`config.mk`:
```
export PLATFORM = sky130hd
export DESIGN_NAME = wsh_queue
export DESIGN_NICKNAME = d
export VERILOG_FILES = /design/src/rtl/core/wsh_pkg.sv /design/src/rtl/core/wsh_queue.sv
export SDC_FILE = /design/constraint.sdc
export NUM_CORES = 1
export LEC_CHECK = 0
export ABC_AREA = 1
export BUFFER_PORTS_ARGS = -buffer_cell sky130_fd_sc_hd__buf_2
export CORE_UTILIZATION = 60
export CTS_CLUSTER_SIZE = 30
export DETAILED_ROUTE_END_ITERATION = 16
export GPL_TIMING_DRIVEN = 0
export PLACE_DENSITY = 0.83
export SYNTH_ARGS = -nofsm -noshare
export SYNTH_HDL_FRONTEND = slang
export SYNTH_SLANG_ARGS = --single-unit
```
`constraint.sdc`:
```
create_clock -name clock -period 8.55 [get_ports clock]
set_input_delay 0 -clock clock [delete_from_list [all_inputs] [get_ports clock]]
set_output_delay 0 -clock clock [all_outputs]
set_load 0.02 [all_outputs]
```
`src/rtl/core/wsh_pkg.sv`:
```
package wsh_pkg;

   typedef enum logic [1:0] {
      MODE_SOFT   = 2'd0,
      MODE_HARD   = 2'd1,
      MODE_SINE   = 2'd2,
      MODE_BYPASS = 2'd3
   } mode_type;

   localparam int CSR_INDEX_W = 2;
   localparam int CSR_DATA_W  = 16;

   typedef enum logic [CSR_INDEX_W-1:0] {
      CSR_SHAPE_MODE = 2'd0,
      CSR_DRIVE_GAIN = 2'd1,
      CSR_HARDNESS   = 2'd2,
      CSR_WET_MIX    = 2'd3
   } csr_index_type;

   typedef struct packed {
      mode_type    shape_mode;
      logic [15:0] drive_gain;
      logic [15:0] hardness;
      logic [15:0] wet_mix;
   } cfg_type;

   localparam int ONE_Q30 = 1 << 30;

   // Divider widths: dividend, divisor and quotient.
   localparam int NUM_W = 61;
   localparam int DEN_W = 43;
   localparam int QUO_W = 32;
   localparam int ARG_W = 31;

   localparam int QUEUE_DEPTH = 4;

   typedef struct packed {
      mode_type           mode;
      logic signed [31:0] xs;
      logic [ARG_W-1:0]   arg;
      logic               use_quo;
      logic               inv;
      logic               neg;
   } tag_type;

   typedef struct packed {
      tag_type          tag;
      logic [NUM_W-1:0] num;
      logic [DEN_W-1:0] den;
   } item_type;

   typedef struct packed {
      logic full;
      logic empty;
   } q_stat_type;

   // Odd polynomials in Q30, highest order first.
   localparam logic signed [31:0] ATAN_COEF [5] = '{
      32'sd14242150, -32'sd58193962, 32'sd123138135, -32'sd225781269, 32'sd683473678
   };
   localparam logic signed [31:0] SIN_COEF [5] = '{
      32'sd172272, -32'sd5026995, 32'sd85569306, -32'sd693598668, 32'sd1686629713
   };

   function automatic logic signed [31:0] poly_coef(logic sine, int idx);
      return sine ? SIN_COEF[idx] : ATAN_COEF[idx];
   endfunction

   function automatic logic signed [31:0] horner_step(logic signed [31:0] p,
                                                      logic [ARG_W-1:0] a2,
                                                      logic signed [31:0] c);
      logic signed [63:0] prod;
      prod = 64'(p) * $signed({33'd0, a2});
      return 32'(prod >>> 30) + c;
   endfunction

endpackage

```
`src/rtl/core/wsh_queue.sv`:
```
module wsh_queue (
   input  logic                clock,
   input  logic                reset,
   input  logic                push,
   input  wsh_pkg::item_type   item_in,
   input  logic                pop,
   output wsh_pkg::item_type   item_out,
   output wsh_pkg::q_stat_type q_stat
);
   import wsh_pkg::*;

   localparam int PTR_W = $clog2(QUEUE_DEPTH);

   item_type       mem_ff [QUEUE_DEPTH];
   logic [PTR_W-1:0] wr_ptr_ff, rd_ptr_ff;
   logic [PTR_W:0]   count_ff, count_in;

   assign item_out     = mem_ff[rd_ptr_ff];
   assign q_stat.full  = (count_ff == (PTR_W+1)'(QUEUE_DEPTH));
   assign q_stat.empty = (count_ff == '0);

   always_comb begin
      case ({push, pop})
         2'b10:   count_in = count_ff + 1'b1;
         2'b01:   count_in = count_ff - 1'b1;
         default: count_in = count_ff;
      endcase
   end

   always_ff @(posedge clock) begin
      if (reset) begin
         wr_ptr_ff <= '0;
         rd_ptr_ff <= '0;
         count_ff  <= '0;
      end else begin
         if (push) wr_ptr_ff <= wr_ptr_ff + 1'b1;
         if (pop) rd_ptr_ff <= rd_ptr_ff + 1'b1;
         count_ff <= count_in;
      end
   end

   always_ff @(posedge clock) begin
      if (push) mem_ff[wr_ptr_ff] <= item_in;
   end

endmodule

```
# Word level (Yosys, flattened, before mapping)
# Memory sizes are Yosys's and may differ from the RTL's. A register that Yosys moved wholly into a read port is not among the register bits.
# Index checks and enable logic that the tools add are counted.
# word_totals
regBits	7
wordCells	18
ramBits	688
n_memories	1
# mem_list
memory	words	width	rd	rd_clocked_by_memory_dff	write_ports	line	rtl
mem_ff	4	172	1	1	1	wsh_queue.sv:14	item_type mem_ff [QUEUE_DEPTH];
# classes
eq_ne	3
muxes	5
n_reduce_logical	2
addsub	4
# ops
op	count
$pmux 3 s2	1
$add 2x1->2 const B	2
$mux 2	2
$add 3x1->3 const B	1
$eq 3x3->1 const B	1
$logic_not 3->1	1
$sub 3x1->3 const B	1
$eq 2x1->1 const B	1
$eq 2x2->1 const B	1
$mux 1	2
$reduce_bool 2->1	1

# Logic depth before layout (Yosys ltp)
# Gate-level depths: netlist (run 1).
# logic_depth
depth_word	3
depth_mapped	10
mapped_depth_nobuf	10

# Worst setup path after synthesis (run 1)
# No wires, ideal clock.
# synth_path
path_kind	register to register
start	register wr_ptr_ff[0]
end	memory mem_ff[2][0] (netlist name) (enable)
stages_incl_launch_ff	5
arrival_time_ns	3.893
synth_period_minus_slack_ns	4.417
setup_ns	0.524
required_ns	8.026
slack_ns	4.133
path_buffers	0
path_cell_list	dfxtp_1 > inv_1 > ha_1 > nand2_1 > inv_1
# synth_lines
element	line	rtl
from (decl)	wsh_queue.sv:15	logic [PTR_W-1:0] wr_ptr_ff, rd_ptr_ff;
from (signal assigned)	wsh_queue.sv:36	if (push) wr_ptr_ff <= wr_ptr_ff + 1'b1;
to (decl)	wsh_queue.sv:14	
# No word-level cell before the write port.

==> results.toml, run 1 <==
[critical_path]
crit_fanout = 10
criticalPathCategory = "reg2out"
critPathArrivalTime_ps = 2980
cp-end-kind = "primary output"
worstPathRequired_ps = 8550
worstSetupStartpointType = "flop"

[global_routing]
grt_max_degree = 105
grt_remaining_overflow = 0
grt_pass1_vias = 18000
grt_use_total_pct = 32.5
antenna_found_initial = 5
grt_pass1_wl_mm = 106

[logic_synthesis]
synth_fp_nets = 1903
synth_seq_cells = 697
async_flop_share_pct = 0
yosys_warnings = 0
yosysSeqAreaShare_pct = 80.8
synth_cells = 1721
synth_edf_count = 688
yosys.cell_types.count = 20
yosys-top-cells-area = "edfxtp_1 (80%), o21ai_0 (6.8%), nor2_1 (5.0%)"
synth_top_area_cell = "edfxtp_1"
synth_top_area_share_pct = 80.1
synth_commonest_cells = "edfxtp_1 (688), o21ai_0 (349), nor2_1 (347)"
synth_flop_cell = "edfxtp_1"
syn_avg_cell_area_um2 = 15.0
yosysMostFrequentCell = "edfxtp_1"
syn_area_um2 = 25800

[placed_design]
gp_congestion = 0.826
placed_area_um2 = 28400
port_buffers = 349
hpwl_mm = 37.1

[timing]
tightestPinTransition_ps = 693
hold_viol = 0
period_needed_ps = 2980
setup_viol = 0
slew_viol_final = 0
max_freq_ghz = 0.336
rsz0062_at_grt = "no"
finClkSkew_ps = 21.5
finalCritPeriodShare_pct = 34.8
tns_ps = 0
relSlewSlack_pct = 53.8

[floorplanning]
dieArea_um2 = 43800
row_count = 75
ios = 350
die_h_um = 209
coreArea_um2 = 42100
start_util_pct = 61.2
die-width_um = 209

[clock_tree]
root_buffer = "clkbuf_16"
tritoncts = "done"
htree_levels = 3
clk_path_buf_depth = 3
cts.reportedPaths.clkPinSlew_ps = 60
insertion_delay_ps = 610
cts_made_buffers = 69
post_cts.repair.setup_buffers = 0
clkSinkCount = 697

[detailed_routing]
wl_mm = 72.6
drc_errors = 0
dr_total_vias = 18300
via_per_inst = 6.28
routedWlPerCell_um = 24.9
ant_nets = 0
firstDrtPassIters = 6
drt_iter0_drc = 2587

[cells_and_area]
area_growth_syn_to_layout_pct = 25.5
stdcell_area_um2 = 32400
drive_above_1_share_pct = 21.3
nets = 2503

[outcome]
status = "finished, final reports clean"

[power]
design_power_total_uw = 7910
vdd_drop_max_uv = 283
p_per_area_nw_per_um2 = 244
leakagePower_uw = 0.0115

[flow_run]
maxCapViolCount = 0

[hold_path]
hp-class = "in2reg"
## stage by stage
| step | std cells | hold WS [ps] | setup slack (ps) | utilization (%) |
|---|---|---|---|---|
| 2_1_floorplan | 1721 | 98.9 | 4130 | - |
| 3_3_place_gp | 2609 | 209 | 1550 | 67.0 |
| 3_5_place_dp | 2613 | 215 | 6360 | 67.3 |
| 4_1_cts | 2915 | 123 | 5840 | 76.8 |
| 5_1_grt | 2919 | 146 | 5480 | 76.8 |
| 6_report | 2919 | 151 | 5570 | 76.8 |
## cells in the final DEF, fill, tap and decap left out, types with 2 or more instances in the layout
cell,synthesis,layout
edfxtp_1,688,688
buf_2,22,371
o21ai_0,349,349
nor2_1,347,347
dlygate4sd3_1,0,176
o22ai_1,172,172
clkbuf_1,68,78
clkbuf_16,0,71
buf_6,15,15
clkinv_1,1,15
clkinv_2,0,15
inv_1,16,12
nand2_1,9,9
dfxtp_1,9,9
buf_4,8,8
bufinv_16,0,8
a21oi_1,5,5
ha_1,5,5
inv_6,0,5
diode_2,0,4
inv_8,0,4
buf_16,0,4
nor3_1,2,2
clkinvlp_4,0,2
## per-layer routing
metal | global-route usage (%) | part of all wire, %
met5 | 0 | 0.018
met4 | 13.9 | 4.4
met3 | 8.11 | 12
met2 | 53.7 | 49
met1 | 41.2 | 35
## cell families (layout without fill, tap and decap cells)
logic type | after synthesis | in the layout | synth area share (%)
flops | 697 | 697 | 80.8
compound gates | 527 | 527 | 11.1
simple gates | 360 | 360 | 5.26
buf+inv | 131 | 786 | 2.57
fa+ha+maj | 6 | 6 | 0.320
other cells | 0 | 4 | 0
## where the power goes
part	switching (µW)	internal, µW
Combinational	634	279
Sequential	37.4	3910
Clock	1280	1770
Total	1950	5960
## cell type report
class                           instances  area (µm²)
Antenna cell                            4        10.0
Sequential cell                       697       20800
Multi-Input combinational cell        893        4290
Tap cell                              539         674
Inverter                               18        97.6
Fill cell                            2173        9760
Clock inverter                         45         435
Buffer                                113         594
Timing Repair Buffer                  529        3620
Clock buffer                           81        1810
## state kept, by name, summed over array words and instances, names as in the netlist, named ones only
register,count
mem_ff,688
wr_ptr_ff,2
rd_ptr_ff,2
count_ff,3
## what timing repair did
action	CTS	global route
hold buffers	176	0
gates resized for setup	0	0
endpoints found under the setup margin	0	0
hold endpoints to repair	697	0
## critical path: stages (launching register included)
cell and delay, ps:
dfxtp_1 310, clkinv_1 330, buf_2 380, clkbuf_1 420, o21ai_0 190, o22ai_1 470
buf_2 270
## path summary, 6_finish.rpt
check                    start        endpoint  slack, ps  cells past startpoint
setup / recovery          flop   item_out[135]       5570                      6
hold / removal     item_in[24]   mem_ff[3][24]        150                      2
setup reg to reg  wr_ptr_ff[0]  mem_ff[2][119]       6380                      5
hold reg to reg   rd_ptr_ff[1]    rd_ptr_ff[1]        450                      1
(Power assumes the default switching activity.)
==> run 2: changes to the inputs <==
--- a/config.mk
+++ b/config.mk
@@ -7,11 +7,11 @@
 export LEC_CHECK = 0
 export ABC_AREA = 1
 export BUFFER_PORTS_ARGS = -buffer_cell sky130_fd_sc_hd__buf_2
-export CORE_UTILIZATION = 60
+export CORE_UTILIZATION = 52
 export CTS_CLUSTER_SIZE = 30
 export DETAILED_ROUTE_END_ITERATION = 16
 export GPL_TIMING_DRIVEN = 0
-export PLACE_DENSITY = 0.83
+export PLACE_DENSITY = 0.76
 export SYNTH_ARGS = -nofsm -noshare
 export SYNTH_HDL_FRONTEND = slang
 export SYNTH_SLANG_ARGS = --single-unit
==> constraint.sdc (replaced) <==
create_clock -name clock -period 2.5 [get_ports clock]
set_input_delay 0 -clock clock [delete_from_list [all_inputs] [get_ports clock]]
set_output_delay 0 -clock clock [all_outputs]
set_load 0.02 [all_outputs]
==> run 2 against run 1 <==
Critical path type unchanged. Cell area grew 1.5%. Flip-flop and latch count is the same. Register-to-register slack lost 6200 ps. First-iteration DRC count shrank 35%. Global-route usage shrank 6.2 points. Core utilization shrank 9.7 points. Critical path depth grew 1. Non-clock buffer count grew 18. Largest power group unchanged. Via count shrank 3.8%. Largest cell class unchanged. Cell count grew 4.9%. Sequential power grew to 3.4 times the previous value. Die area grew 15%.
==> results.toml, run 2 (same netlist as run 1, synthesis figures left out) <==
[detailed_routing]
wl_mm = 67.9
drt_iter0_drc = 1688
ant_nets = 0
firstDrtPassIters = 6
dr_total_vias = 17600
drc_errors = 0
routedWlPerCell_um = 22.2
via_per_inst = 5.76

[power]
leakagePower_uw = 0.0117
p_per_area_nw_per_um2 = 813
vdd_drop_max_uv = 748

[cells_and_area]
seq_area_um2 = 20800
drive_above_1_share_pct = 23.6
nets = 2522
area_growth_syn_to_layout_pct = 27.4
most-common-layout-cells = "edfxtp_1 (688), buf_2 (369), o21ai_0 (349), nor2_1 (347), dlygate4sd3_1 (177)"
layoutNonFillerInstCount = 3061
multi_input_area_um2 = 4310
top_regs = "mem_ff: 688 flops, count_ff: 3 flops"
final_common_cell = "edfxtp_1"
largest_register_ffs = 688
fillCellCount = 3257
top_register = "mem_ff"

[timing]
finClkSkew_ps = 15.7
finalCritPeriodShare_pct = 97.3
tightestPinTransition_ps = 879
period_needed_ps = 2430
setup_viol = 0
rsz0062_at_grt = "yes"
hold-worst-slack_ps = 159
relSlewSlack_pct = 41.3
max_freq_ghz = 0.411
slew_viol_final = 0
hold_viol = 0

[global_routing]
grt_pass1_vias = 18000
antenna_found_initial = 7
grt_max_degree = 37
grt_remaining_overflow = 0
grt_use_total_pct = 26.3
grt_pass1_wl_mm = 99.8

[clock_tree]
insertion_delay_ps = 600
clkSinkCount = 697
cts_made_buffers = 70
clk_path_buf_depth = 3
tritoncts = "done"
root_buffer = "clkbuf_16"
cts.reportedPaths.clkPinSlew_ps = 60
htree_levels = 3
post_cts.repair.setup_buffers = 0

[floorplanning]
die_h_um = 225
dieArea_um2 = 50500
row_count = 81
start_util_pct = 52.7
die-width_um = 225
ios = 350
coreArea_um2 = 49000

[critical_path]
criticalPathCategory = "reg2out"
cp-end-kind = "primary output"
reg2reg_slack_ps = 180
critPathArrivalTime_ps = 2430
worstSetupStartpointType = "flop"
worstPathRequired_ps = 2500
crit_fanout = 10

[placed_design]
port_buffers = 349
dpl.cell_count = 2755
gp_congestion = 0.785
hpwl_mm = 39.5

[outcome]
status = "finished, final reports clean"

[flow_run]
maxCapViolCount = 0

[hold_path]
hp-class = "in2reg"
run 2: changes by cell type in the layout (fill, tap and decap cells not counted), moves of 5 or more:
cell and change:
bufinv_16 -5, buf_12 +21, clkbuf_2 +37, clkbuf_1 -32
run 2: worst max-delay path: stages, from the launching register on:
cell,delay (ps)
dfxtp_1,330
buf_6,170
inv_2,70
buf_6,210
clkbuf_1,410
o21ai_0,170
o22ai_1,250
buf_2,230
run 2: metal layers:
| layer | share of wire (%) | up-vias | GRT usage (%) |
|---|---|---|---|
| li1 | - | 7776 | - |
| met1 | 37 | 8727 | 31.6 |
| met2 | 50 | 977 | 45.5 |
| met3 | 10 | 157 | 7.25 |
| met4 | 2.8 | 8 | 9.74 |
| met5 | 0.069 | - | 0 |
run 2: final timing paths:
path                                   start             to  cells after the start
worst max-delay path                    flop   item_out[35]                      7
worst min-delay path             item_in[28]  mem_ff[3][28]                      2
worst max register to register  wr_ptr_ff[1]  mem_ff[1][72]                      7
worst min register to register  rd_ptr_ff[1]           flop                      1
run 2: area by class of cell:
class,instances,share of cell area (%)
clock inverters,35,0.811
diodes,3,0.0229
multi-input cells,893,13.1
plain buffers,113,1.97
repair buffers,547,12.0
inverters,18,0.255
flip-flops and latches,697,63.4
well taps,664,2.53
clock buffers,91,5.86
run 2: metrics by stage:
step                power [µW]  util [%]  setup TNS (ps)  worst slack, ps  instance area, µm²
floorplan                15300         -         -717570            -1050               25800
global placement         16500      58.0        -2260990            -3330               28400
detailed placement       16500      58.9               0              128               28800
CTS                      26700      67.0               0             2.81               32800
global route             27400      67.1            -125            -39.3               32800
finish                   26700      67.1               0             67.5               32900
run 2: where the power goes:
| part | switching [µW] | internal (µW) |
|---|---|---|
| clock | 4340 | 5770 |
| sequential | 112 | 13400 |
| combinational | 2100 | 1020 |
| total | 6550 | 20200 |
run 2: timing repair:
| item | in CTS | in global routing |
|---|---|---|
| hold buffers | 177 | 0 |
| gates cloned | 0 | 0 |
| gates resized for setup | 18 | 43 |
| endpoints found under the hold margin | 697 | 0 |
| setup endpoints to repair | 81 | 57 |
